==> src/hdl/psc_pkg.sv <==
// Shared types, codes and helpers of the pulse unit state controller.
package psc_pkg;

    localparam int OP_W    = 4;
    localparam int VOLT_W  = 16;
    localparam int CFG_W   = 16;
    localparam int CODE_W  = 3;
    localparam int ERR_W   = 2;
    localparam int IDX_W   = 3;
    localparam int PAUSE_W = CFG_W + 1;

    localparam logic [OP_W-1:0] OP_TICK        = 4'd0;
    localparam logic [OP_W-1:0] OP_ENABLE      = 4'd1;
    localparam logic [OP_W-1:0] OP_DISABLE     = 4'd2;
    localparam logic [OP_W-1:0] OP_CONFIGURE   = 4'd3;
    localparam logic [OP_W-1:0] OP_SOFT_START  = 4'd4;
    localparam logic [OP_W-1:0] OP_STOP        = 4'd5;
    localparam logic [OP_W-1:0] OP_CLEAR_FAULT = 4'd6;
    localparam logic [OP_W-1:0] OP_CLEAR_WARN  = 4'd7;
    localparam logic [OP_W-1:0] OP_EXT_START   = 4'd8;
    localparam logic [OP_W-1:0] OP_PULSE_DONE  = 4'd9;

    localparam logic [ERR_W-1:0] ERR_OK       = 2'd0;
    localparam logic [ERR_W-1:0] ERR_BLOCKED  = 2'd1;
    localparam logic [ERR_W-1:0] ERR_NOTREADY = 2'd2;

    localparam logic [IDX_W-1:0] REG_FULL_CHARGE = 3'd0;
    localparam logic [IDX_W-1:0] REG_RECHARGE    = 3'd1;
    localparam logic [IDX_W-1:0] REG_CFG_HOLD    = 3'd2;
    localparam logic [IDX_W-1:0] REG_PAUSE       = 3'd3;
    localparam logic [IDX_W-1:0] REG_THRESHOLD   = 3'd4;

    localparam logic [CODE_W-1:0] DEV_NONE     = 3'd0;
    localparam logic [CODE_W-1:0] DEV_INPROC   = 3'd1;
    localparam logic [CODE_W-1:0] DEV_READY    = 3'd2;
    localparam logic [CODE_W-1:0] DEV_CFGREADY = 3'd3;
    localparam logic [CODE_W-1:0] DEV_FAULT    = 3'd4;

    localparam logic [CODE_W-1:0] SUBC_NONE      = 3'd0;
    localparam logic [CODE_W-1:0] SUBC_POWERPREP = 3'd1;
    localparam logic [CODE_W-1:0] SUBC_PULSEPREP = 3'd2;
    localparam logic [CODE_W-1:0] SUBC_PULSE     = 3'd3;
    localparam logic [CODE_W-1:0] SUBC_WAIT      = 3'd4;

    typedef enum logic [4:0] {
        ST_NONE     = 5'b00001,
        ST_INPROC   = 5'b00010,
        ST_READY    = 5'b00100,
        ST_CFGREADY = 5'b01000,
        ST_FAULT    = 5'b10000
    } t_main_state;

    typedef enum logic [4:0] {
        SUB_NONE      = 5'b00001,
        SUB_POWERPREP = 5'b00010,
        SUB_PULSEPREP = 5'b00100,
        SUB_PULSE     = 5'b01000,
        SUB_WAIT      = 5'b10000
    } t_sub_state;

    typedef struct packed {
        logic [CFG_W-1:0] full_charge_timeout;
        logic [CFG_W-1:0] recharge_timeout;
        logic [CFG_W-1:0] config_hold_timeout;
        logic [CFG_W-1:0] after_pulse_pause;
        logic [CFG_W-1:0] battery_threshold;
    } t_cfg;

    typedef struct packed {
        logic [OP_W-1:0]   op;
        logic [VOLT_W-1:0] battery_voltage;
        logic              pulse_done;
    } t_req;

    typedef struct packed {
        logic [CODE_W-1:0] device_state;
        logic [CODE_W-1:0] sub_state;
        logic [ERR_W-1:0]  error_code;
        logic              fault_reason;
        logic              op_result;
        logic              power_enable;
        logic              board_locked;
        logic              pulse_timer_run;
    } t_res;

    function automatic logic [CODE_W-1:0] main_code(input t_main_state st);
        logic [CODE_W-1:0] code;
        case (st)
            ST_NONE:     code = DEV_NONE;
            ST_INPROC:   code = DEV_INPROC;
            ST_READY:    code = DEV_READY;
            ST_CFGREADY: code = DEV_CFGREADY;
            ST_FAULT:    code = DEV_FAULT;
            default:     code = DEV_NONE;
        endcase
        return code;
    endfunction

    function automatic logic [CODE_W-1:0] sub_code(input t_sub_state st);
        logic [CODE_W-1:0] code;
        case (st)
            SUB_NONE:      code = SUBC_NONE;
            SUB_POWERPREP: code = SUBC_POWERPREP;
            SUB_PULSEPREP: code = SUBC_PULSEPREP;
            SUB_PULSE:     code = SUBC_PULSE;
            SUB_WAIT:      code = SUBC_WAIT;
            default:       code = SUBC_NONE;
        endcase
        return code;
    endfunction

endpackage

==> src/hdl/psc_cfg_regs.sv <==
// Configuration register file of the pulse unit state controller.
module psc_cfg_regs (
    input  logic                         i_clk,
    input  logic                         i_rst_n,
    input  logic                         i_wr_en,
    input  logic [psc_pkg::IDX_W-1:0]    i_index,
    input  logic [psc_pkg::CFG_W-1:0]    i_data,
    output psc_pkg::t_cfg                o_cfg
);
    import psc_pkg::*;

    t_cfg r_cfg;

    always_ff @(posedge i_clk) begin
        if (!i_rst_n) begin
            r_cfg <= '0;
        end else if (i_wr_en) begin
            case (i_index)
                REG_FULL_CHARGE: r_cfg.full_charge_timeout <= i_data;
                REG_RECHARGE:    r_cfg.recharge_timeout    <= i_data;
                REG_CFG_HOLD:    r_cfg.config_hold_timeout <= i_data;
                REG_PAUSE:       r_cfg.after_pulse_pause   <= i_data;
                REG_THRESHOLD:   r_cfg.battery_threshold   <= i_data;
                default: begin
                end
            endcase
        end
    end

    assign o_cfg = r_cfg;

endmodule

==> src/hdl/psc_core.sv <==
// Device state machine with deadline countdowns and drive flags.
module psc_core (
    input  logic          i_clk,
    input  logic          i_rst_n,
    input  psc_pkg::t_cfg i_cfg,
    input  logic          i_req_valid,
    input  psc_pkg::t_req i_req,
    output psc_pkg::t_res o_res
);
    import psc_pkg::*;

    t_main_state          r_main, n_main;
    t_sub_state           r_sub, n_sub;
    logic [CFG_W-1:0]     r_chg_left, n_chg_left;
    logic [CFG_W-1:0]     r_cfg_left, n_cfg_left;
    logic [PAUSE_W-1:0]   r_pause_left, n_pause_left;
    logic                 r_fault, n_fault;
    logic                 r_result, n_result;
    logic                 r_power, n_power;
    logic                 r_lock, n_lock;
    logic                 r_timer, n_timer;
    logic [ERR_W-1:0]     n_err;
    logic                 w_charged;
    logic [PAUSE_W-1:0]   w_pause_set;

    assign w_charged   = i_req.battery_voltage >= i_cfg.battery_threshold;
    assign w_pause_set = {1'b0, i_cfg.after_pulse_pause} + PAUSE_W'(1);

    always_comb begin
        logic do_check;
        n_main       = r_main;
        n_sub        = r_sub;
        n_chg_left   = r_chg_left;
        n_cfg_left   = r_cfg_left;
        n_pause_left = r_pause_left;
        n_fault      = r_fault;
        n_result     = r_result;
        n_power      = r_power;
        n_lock       = r_lock;
        n_timer      = r_timer;
        n_err        = ERR_OK;
        do_check     = 1'b0;

        case (i_req.op)
            OP_TICK: begin
                // advance time: count every deadline down, saturating
                n_chg_left   = (r_chg_left == '0) ? '0 : r_chg_left - CFG_W'(1);
                n_cfg_left   = (r_cfg_left == '0) ? '0 : r_cfg_left - CFG_W'(1);
                n_pause_left = (r_pause_left == '0) ? '0 : r_pause_left - PAUSE_W'(1);
                if (r_sub == SUB_PULSE && i_req.pulse_done) begin
                    n_timer      = 1'b0;
                    n_lock       = 1'b1;
                    n_pause_left = w_pause_set;
                    n_chg_left   = i_cfg.recharge_timeout;
                    n_main       = ST_INPROC;
                    n_sub        = SUB_WAIT;
                    n_result     = 1'b1;
                end
                case (n_sub)
                    SUB_POWERPREP: do_check = 1'b1;
                    SUB_PULSEPREP: begin
                        n_main = ST_CFGREADY;
                        n_sub  = SUB_NONE;
                    end
                    SUB_WAIT: do_check = (n_pause_left == '0);
                    default: begin
                        if (n_main == ST_CFGREADY && n_cfg_left == '0) begin
                            n_main = ST_READY;
                            n_sub  = SUB_NONE;
                        end
                    end
                endcase
                if (do_check) begin
                    if (w_charged) begin
                        n_main = ST_READY;
                        n_sub  = SUB_NONE;
                    end else if (n_chg_left == '0) begin
                        n_result = 1'b0;
                        n_lock   = 1'b1;
                        n_power  = 1'b0;
                        n_main   = ST_FAULT;
                        n_sub    = SUB_NONE;
                        n_fault  = 1'b1;
                    end
                end
            end
            OP_ENABLE: begin
                if (r_main == ST_NONE) begin
                    n_chg_left = i_cfg.full_charge_timeout;
                    n_main     = ST_INPROC;
                    n_sub      = SUB_POWERPREP;
                    n_power    = 1'b1;
                end else if (r_main != ST_READY) begin
                    n_err = ERR_BLOCKED;
                end
            end
            OP_DISABLE: begin
                if (r_main == ST_READY || (r_main == ST_INPROC && r_sub == SUB_POWERPREP)) begin
                    n_fault  = 1'b0;
                    n_result = 1'b0;
                    n_lock   = 1'b1;
                    n_power  = 1'b0;
                    n_main   = ST_NONE;
                    n_sub    = SUB_NONE;
                end else if (r_main != ST_NONE) begin
                    n_err = ERR_BLOCKED;
                end
            end
            OP_CONFIGURE: begin
                if (r_main == ST_READY) begin
                    n_fault    = 1'b0;
                    n_result   = 1'b0;
                    n_cfg_left = i_cfg.config_hold_timeout;
                    n_main     = ST_INPROC;
                    n_sub      = SUB_PULSEPREP;
                end else begin
                    n_err = (r_main == ST_INPROC) ? ERR_BLOCKED : ERR_NOTREADY;
                end
            end
            OP_SOFT_START: begin
                if (r_main == ST_CFGREADY) begin
                    n_main  = ST_INPROC;
                    n_sub   = SUB_PULSE;
                    n_lock  = 1'b0;
                    n_timer = 1'b1;
                end else begin
                    n_err = (r_main == ST_INPROC) ? ERR_BLOCKED : ERR_NOTREADY;
                end
            end
            OP_STOP: begin
                if (r_main == ST_INPROC) begin
                    n_timer      = 1'b0;
                    n_lock       = 1'b1;
                    n_pause_left = w_pause_set;
                    n_chg_left   = i_cfg.recharge_timeout;
                    n_main       = ST_READY;
                    n_sub        = SUB_NONE;
                end
            end
            OP_CLEAR_FAULT: begin
                if (r_main == ST_FAULT) begin
                    n_main  = ST_NONE;
                    n_sub   = SUB_NONE;
                    n_fault = 1'b0;
                end
            end
            OP_CLEAR_WARN: begin
            end
            OP_EXT_START: begin
                if (r_main == ST_CFGREADY) begin
                    n_main  = ST_INPROC;
                    n_sub   = SUB_PULSE;
                    n_lock  = 1'b0;
                    n_timer = 1'b1;
                end
            end
            OP_PULSE_DONE: begin
                if (r_sub == SUB_PULSE) begin
                    n_timer      = 1'b0;
                    n_lock       = 1'b1;
                    n_pause_left = w_pause_set;
                    n_chg_left   = i_cfg.recharge_timeout;
                    n_main       = ST_INPROC;
                    n_sub        = SUB_WAIT;
                    n_result     = 1'b1;
                end
            end
            default: begin
            end
        endcase
    end

    always_ff @(posedge i_clk) begin
        if (!i_rst_n) begin
            r_main       <= ST_NONE;
            r_sub        <= SUB_NONE;
            r_chg_left   <= '0;
            r_cfg_left   <= '0;
            r_pause_left <= PAUSE_W'(1);
            r_fault      <= 1'b0;
            r_result     <= 1'b0;
            r_power      <= 1'b0;
            r_lock       <= 1'b1;
            r_timer      <= 1'b0;
        end else if (i_req_valid) begin
            r_main       <= n_main;
            r_sub        <= n_sub;
            r_chg_left   <= n_chg_left;
            r_cfg_left   <= n_cfg_left;
            r_pause_left <= n_pause_left;
            r_fault      <= n_fault;
            r_result     <= n_result;
            r_power      <= n_power;
            r_lock       <= n_lock;
            r_timer      <= n_timer;
        end
    end

    assign o_res.device_state    = main_code(n_main);
    assign o_res.sub_state       = sub_code(n_sub);
    assign o_res.error_code      = n_err;
    assign o_res.fault_reason    = n_fault;
    assign o_res.op_result       = n_result;
    assign o_res.power_enable    = n_power;
    assign o_res.board_locked    = n_lock;
    assign o_res.pulse_timer_run = n_timer;

`ifndef SYNTH
    a_timer_in_pulse: assert property (@(posedge i_clk) disable iff (!i_rst_n)
        r_timer == (r_sub == SUB_PULSE))
        else $error("pulse timer out of step with pulse substate");

    a_lock_vs_timer: assert property (@(posedge i_clk) disable iff (!i_rst_n)
        r_lock == !r_timer)
        else $error("board unlocked outside a running pulse");

    a_power_vs_state: assert property (@(posedge i_clk) disable iff (!i_rst_n)
        r_power == !(r_main == ST_NONE || r_main == ST_FAULT))
        else $error("power drive disagrees with device state");

    a_fault_vs_state: assert property (@(posedge i_clk) disable iff (!i_rst_n)
        r_fault == (r_main == ST_FAULT))
        else $error("fault reason disagrees with fault state");

    a_sub_only_inproc: assert property (@(posedge i_clk) disable iff (!i_rst_n)
        (r_sub != SUB_NONE) == (r_main == ST_INPROC))
        else $error("substate set outside in-process state");
`endif

endmodule

==> src/hdl/pulse_unit_state_controller.sv <==
// Top level of the pulse unit state controller: request and result registers.
//
//  channel | handshake                 | payload
//  --------+---------------------------+----------------------------------------------
//  in      | i_in_valid / o_in_stall   | i_op, i_battery_voltage, i_pulse_done
//  out     | o_out_valid / i_out_stall | o_device_state, o_sub_state, o_error_code,
//          |                           | o_fault_reason, o_op_result, o_power_enable,
//          |                           | o_board_locked, o_pulse_timer_run
//  cfg     | i_cfg_valid / o_cfg_ready | i_cfg_index, i_cfg_data
//
//  One request per cycle unless an output stall backs up; each result passes the request
//  register, then the result register after the state update.
//  Deadlines are kept as tick countdowns updated in the same cycle as the state.
//  Synchronous active-low reset clears state; the board lock drive resets locked.
//  An output stall holds the result register and backs up into the request stage.
module pulse_unit_state_controller (
    input  logic                          i_clk,
    input  logic                          i_rst_n,
    input  logic                          i_in_valid,
    output logic                          o_in_stall,
    input  logic [psc_pkg::OP_W-1:0]      i_op,
    input  logic [psc_pkg::VOLT_W-1:0]    i_battery_voltage,
    input  logic                          i_pulse_done,
    output logic                          o_out_valid,
    input  logic                          i_out_stall,
    output logic [psc_pkg::CODE_W-1:0]    o_device_state,
    output logic [psc_pkg::CODE_W-1:0]    o_sub_state,
    output logic [psc_pkg::ERR_W-1:0]     o_error_code,
    output logic                          o_fault_reason,
    output logic                          o_op_result,
    output logic                          o_power_enable,
    output logic                          o_board_locked,
    output logic                          o_pulse_timer_run,
    input  logic                          i_cfg_valid,
    output logic                          o_cfg_ready,
    input  logic [psc_pkg::IDX_W-1:0]     i_cfg_index,
    input  logic [psc_pkg::CFG_W-1:0]     i_cfg_data
);
    import psc_pkg::*;

    t_cfg  w_cfg;
    t_res  w_res;
    t_req  r_req;
    t_res  r_res;
    logic  r_req_valid;
    logic  r_out_valid;
    logic  w_advance;

    assign o_cfg_ready = 1'b1;

    psc_cfg_regs u_cfg_regs (
        .i_clk   (i_clk),
        .i_rst_n (i_rst_n),
        .i_wr_en (i_cfg_valid && o_cfg_ready),
        .i_index (i_cfg_index),
        .i_data  (i_cfg_data),
        .o_cfg   (w_cfg)
    );

    psc_core u_core (
        .i_clk       (i_clk),
        .i_rst_n     (i_rst_n),
        .i_cfg       (w_cfg),
        .i_req_valid (w_advance),
        .i_req       (r_req),
        .o_res       (w_res)
    );

    assign w_advance  = r_req_valid && (!r_out_valid || !i_out_stall);
    assign o_in_stall = r_req_valid && !w_advance;

    always_ff @(posedge i_clk) begin
        if (!i_rst_n) begin
            r_req_valid <= 1'b0;
            r_out_valid <= 1'b0;
        end else begin
            if (!o_in_stall) begin
                r_req_valid <= i_in_valid;
            end
            if (w_advance) begin
                r_out_valid <= 1'b1;
            end else if (!i_out_stall) begin
                r_out_valid <= 1'b0;
            end
        end
    end

    always_ff @(posedge i_clk) begin
        if (i_in_valid && !o_in_stall) begin
            r_req.op              <= i_op;
            r_req.battery_voltage <= i_battery_voltage;
            r_req.pulse_done      <= i_pulse_done;
        end
        if (w_advance) begin
            r_res <= w_res;
        end
    end

    assign o_out_valid       = r_out_valid;
    assign o_device_state    = r_res.device_state;
    assign o_sub_state       = r_res.sub_state;
    assign o_error_code      = r_res.error_code;
    assign o_fault_reason    = r_res.fault_reason;
    assign o_op_result       = r_res.op_result;
    assign o_power_enable    = r_res.power_enable;
    assign o_board_locked    = r_res.board_locked;
    assign o_pulse_timer_run = r_res.pulse_timer_run;

endmodule

==> config.mk <==
export PLATFORM = sky130hd
export DESIGN_NAME = pulse_unit_state_controller
export DESIGN_NICKNAME = d
export VERILOG_FILES = /design/src/hdl/psc_pkg.sv /design/src/hdl/psc_cfg_regs.sv /design/src/hdl/psc_core.sv /design/src/hdl/pulse_unit_state_controller.sv
export SDC_FILE = /design/constraint.sdc
export NUM_CORES = 1
export LEC_CHECK = 0
export BUFFER_PORTS_ARGS = -buffer_cell sky130_fd_sc_hd__buf_2
export CAP_MARGIN = 25
export CORE_MARGIN = 2
export CORE_UTILIZATION = 40
export DETAILED_ROUTE_END_ITERATION = 16
export GPL_ROUTABILITY_DRIVEN = 1
export PLACE_DENSITY = 0.63
export SLEW_MARGIN = 25
export SYNTH_ARGS = -nofsm -noshare
export SYNTH_HDL_FRONTEND = slang
export SYNTH_SLANG_ARGS = --single-unit
==> constraint.sdc <==
create_clock -name i_clk -period 9.33 [get_ports i_clk]
set_input_delay 0.933 -clock i_clk [delete_from_list [all_inputs] [get_ports i_clk]]
set_output_delay 0.933 -clock i_clk [all_outputs]
set_load 0.02 [all_outputs]
### Word-level counts from Yosys, hierarchy flattened

Index checks and enable logic that the tools add are counted.

* bits in registers: 180
* output and inout bits: 16

* add/subtract/negate cells: 4
* $lt $le $gt $ge: 1
* equality and inequality tests: 38
* mux-type cells: 95
* reduce and logical (&&, ||, !) cells: 33

Operators by type and width (number)
* $mux 5: 26
* $mux 16: 8
* $mux 17: 5
* $pmux 5 s8: 2
* $logic_not 16->1: 4
* $pmux 16 s4: 1
* $pmux 17 s3: 1
* $mux 1: 35
* $logic_not 17->1: 2
* $pmux 16 s2: 1
* $sub 16x1->16 const B: 2
* $eq 5x2->1 const B: 5
* $eq 5x4->1 const B: 5
* $pmux 3 s4: 2
* $eq 5x3->1 const B: 4
* $eq 5x5->1 const B: 4
* $pmux 5 s2: 2
* $add 16x1->17 const B: 1
* $sub 17x1->17 const B: 1
* $ge 16x16->1: 1
* $eq 4x3->1 const B: 3
* $pmux 1 s4: 3
* $mux 2: 5
* $ne 2x1->1 const B: 5
* 26 further kinds: 43

### Depth between registers and ports, before layout

* word-level depth: 14
* depth in mapped cells: 14
* gate-level depth less buffers: 12

### Modules after synthesis

Synthesis repeated with hierarchy kept, for this count alone.

* cell total of the unflattened synthesis: 1254
* area total of the unflattened synthesis: 10659.0 um^2

Modules (own cells, without submodules)
* psc_core: instances 1, cells an instance 928, area each 6556.3 um^2, seq. area each 1281.2 um^2
* psc_cfg_regs: instances 1, cells an instance 282, area each 2986.6 um^2, seq. area each 1601.5 um^2
* pulse_unit_state_controller: instances 1, cells an instance 44, area each 1116.1 um^2, seq. area each 1061.0 um^2

### Worst setup path after synthesis

No wires, ideal clock.

* path type: register -> register
* start: register u_core.r_pause_left[0]
* end: register r_res (netlist bit o_device_state[0]) (data pin)
* library setup time: 190 ps
* arrival: 3231 ps
* setup slack: 5909 ps
* stages on the path, launching flop included: 15
* path buffers: 2
* clock period less this slack: 3421 ps
* cells stage by stage: dfxtp_1 -> clkbuf_1 -> inv_1 -> ha_1 -> clkbuf_1 -> nor3_1 -> a21oi_1 -> a311o_1 -> a21boi_0 -> a21oi_1 -> nor4_4 -> o22ai_4 -> a221o_1 -> a21o_1 -> a2111oi_2

RTL lines
* start: declaration: line psc_core.sv:16 `logic [PAUSE_W-1:0] r_pause_left, n_pause_left;`
* start signal: assignment: line psc_core.sv:190 `r_pause_left <= n_pause_left;`
* end signal: assignment: line pulse_unit_state_controller.sv:95 `r_res <= w_res;`
* end: declaration: line pulse_unit_state_controller.sv:44 `t_res r_res;`

==> impl_metrics.py <==
metrics = {
    "floorplan": {
        "dieArea_um2": 27100,
        "die_y_um": 165,
        "fp.coreArea_um2": 25300,
        "start_util_pct": 40.9,
        "pin_count": 61,
        "rows": 58,
        "die_x_um": 165,
    },
    "clock_tree": {
        "clockBufferDepth": 2,
        "clockRootBuffer": "clkbuf_16",
        "hold_buffers": 0,
        "worstSkewPairLatency_ns": 0.45,
        "post_cts.repair.setup_buffers": 0,
        "cts_made_buffers": 17,
        "postCtsResizedCells": 0,
        "clk_pin_slew_ns": 0.07,
        "cts.sinks": 180,
        "htree_levels": 4,
        "cts_tree": "built",
    },
    "pwr": {
        "p_per_area_nw_per_um2": 158,
        "leakagePower_uw": 0.00398,
        "power.total_uw": 1790,
        "peakVddDrop_mv": 0.101,
    },
    "timing": {
        "setup_viol": 0,
        "tightest_slew_ns": 1.01,
        "worst_slack_ns": 5.25,
        "hold_violations": 0,
        "setup_tns_ns": 0,
        "rsz0062_at_grt": "false",
        "relSlewSlack_pct": 32.8,
        "slew_violations": 0,
        "fin_crit_ns": 4.08,
        "finalClockSkew_ns": 0.0138,
        "max_freq_ghz": 0.245,
        "fin_crit_sh_pct": 43.7,
    },
    "status": {
        "status": "completed",
    },
    "worst_setup_path": {
        "start_kind": "flip-flop",
        "worstSetupPathType": "flip-flop to flip-flop",
        "path_cells": "inv_1, ha_1, nor3b_2, nand4_1, or3_1, a311oi_1, o22ai_1, nor4_4, o211a_1, a41oi_1, o21ai_0, nor4bb_1",
        "crit_slowest_cell": "o21ai_0",
        "crit_arrival_ns": 4.34,
        "slowest_delay_ns": 0.47,
        "required_ns": 9.58,
        "end_kind": "flip-flop",
        "crit_fanout": 11,
    },
    "global_routing": {
        "first_global_vias": 9151,
        "grt_pass1_wl_mm": 49.6,
        "grt_usage_pct": 23.2,
        "grt_overflow": 0,
        "grt_max_degree": 91,
        "antenna_found_initial": 0,
    },
    "synth": {
        "synthCells": 1341,
        "synth_seq_area_share_pct": 38.2,
        "syn_nets": 1406,
        "ys_warn_count": 0,
        "synth-seq-cells": 180,
        "yosysTopAreaCell": "dfxtp_1",
        "syn_area_per_cell_um2": 7.71,
        "dominantRegCellSynth": "dfxtp_1",
        "async_flop_share_pct": 0,
        "synth_cell_type_count": 93,
        "synth_edf_count": 34,
        "synth_most_common_cell": "nand2_1",
        "ys_top_cells_by_area": "dfxtp_1 28%, edfxtp_1 9.9%, nand2_1 9.7%",
        "netlist_area_um2": 10300,
        "synth_common_cells": "268 x nand2_1, 148 x a21oi_1, 146 x dfxtp_1",
        "yosys.area.top_type_share_pct": 28.3,
    },
    "routing": {
        "drt-total-wl_mm": 30.7,
        "antenna_left": 0,
        "viasPerCell": 5.94,
        "dr.first_iter.drc_count": 888,
        "drc": 0,
        "wl_per_cell_um": 18.3,
        "dr_total_vias": 9974,
        "first_pass_iters": 5,
    },
    "finish": {
        "final_nets": 1401,
        "antennaDiodeCount": 0,
        "drive_above_1_share_pct": 9.64,
        "nFillCells": 2564,
        "syn2layout_area_growth_pct": 9.46,
        "multi_input_area_um2": 5890,
        "seqCellArea_um2": 3940,
    },
    "run": {
        "drv_cap": 0,
    },
    "min_path": {
        "hold_class": "flip-flop to flip-flop",
    },
    "placed_design": {
        "place_congestion": 0.930,
        "dpl_worst_slack_ns": 5.29,
        "dp_hpwl_mm": 21.5,
        "portBuffers": 59,
    },
}
[cell families (layout without fill, tap and decap cells)]
| kind of cell | Yosys count | in the layout | synth area share [%] |
|---|---|---|---|
| simple gates | 588 | 588 | 27.1 |
| compound gates | 385 | 385 | 24.0 |
| flops | 180 | 180 | 38.2 |
| buf+inv | 129 | 137 | 4.95 |
| xor+xnor | 32 | 32 | 2.71 |
| fa+ha+maj | 20 | 20 | 2.42 |
| mux | 6 | 6 | 0.581 |
| other cells | 1 | 1 | 0.0363 |
[power breakdown]
part | internal (uW) | total, uW | leakage (uW) | switching (uW)
logic | 88.3 | 245 | 0.00221 | 157
registers | 813 | 837 | 0.00151 | 24.3
clock network | 354 | 707 | 0.000269 | 353
[stage by stage]
step | instance area, um2 | util, % | cells | hold WS (ns)
finish | 11300 | 44.8 | 1679 | 0.458
global route | 11300 | 44.8 | 1679 | 0.475
CTS | 11300 | 44.8 | 1679 | 0.457
detailed placement | 10700 | 42.5 | 1647 | 0.448
global placement | 10700 | 42.5 | 1647 | 0.443
floorplan | 10300 | - | 1341 | 0.436
[registers in the layout (all words and copies together), names as in the netlist, 2 cells and up]
name / cells
u_core.r_chg_left: 16
u_cfg_regs.o_cfg: 80
u_core.r_pause_left: 17
u_core.r_cfg_left: 16
o_device_state: 3
u_core.r_sub: 5
u_core.r_main: 5
o_error_code: 2
r_req: 21
o_sub_state: 3
[critical path, delay by kind of cell, from the launching register on]
family / cells / cell delay (ns)
and+or+nand+nor: 5 / 1.74
AOI/OAI and AO/OA: 5 / 1.28
DFF: 1 / 0.38
buffers and inverters: 1 / 0.12
adders and majority gates: 1 / 0.36
[final cells by class]
| cell class | count | area share (%) |
|---|---|---|
| repair buffers | 67 | 3.14 |
| well taps | 330 | 3.65 |
| clock buffers | 18 | 3.79 |
| clock inverters | 14 | 1.22 |
| flip-flops and latches | 180 | 34.9 |
| multi-input cells | 1032 | 52.1 |
| inverters | 38 | 1.28 |
[layer usage]
| layer | GRT usage, % | vias to the layer above | share of wire (%) |
|---|---|---|---|
| met5 | 0 | - | 0 |
| met4 | 7.63 | 0 | 2.3 |
| met3 | 3.69 | 47 | 6.8 |
| met2 | 36.9 | 379 | 46 |
| met1 | 32.3 | 4738 | 45 |
| li1 | - | 4810 | - |
[path summary, 6_finish.rpt]
kind	slack [ns]	endpoint	depth (start not counted)	startpoint
max	5.25	o_device_state[2]	12	u_core.r_pause_left[0]
min	0.46	u_cfg_regs.o_cfg[10]	2	u_cfg_regs.o_cfg[10]
max reg2reg	5.25	o_device_state[2]	12	u_core.r_pause_left[0]
min reg2reg	0.46	u_cfg_regs.o_cfg[10]	2	u_cfg_regs.o_cfg[10]
[placed cells by master (no fill, tap or decap), drive strengths merged, types with 10 or more instances in the layout]
master	netlist	routed
o211ai	16	16
a31oi	10	10
edfxtp	34	34
a211oi	14	14
a22oi	21	21
clkbuf	75	18
nor2	120	120
nand2b	10	10
nand4	14	14
xor2	17	17
nor4	20	20
ha	20	20
o21ai	76	76
buf	16	67
dfxtp	146	146
nor3	38	38
and3	11	11
nor2b	10	10
nand3	30	30
inv	37	44
a21oi	148	148
xnor2	15	15
nand2	268	268
No activity file was read; power rests on OpenSTA's default activity.
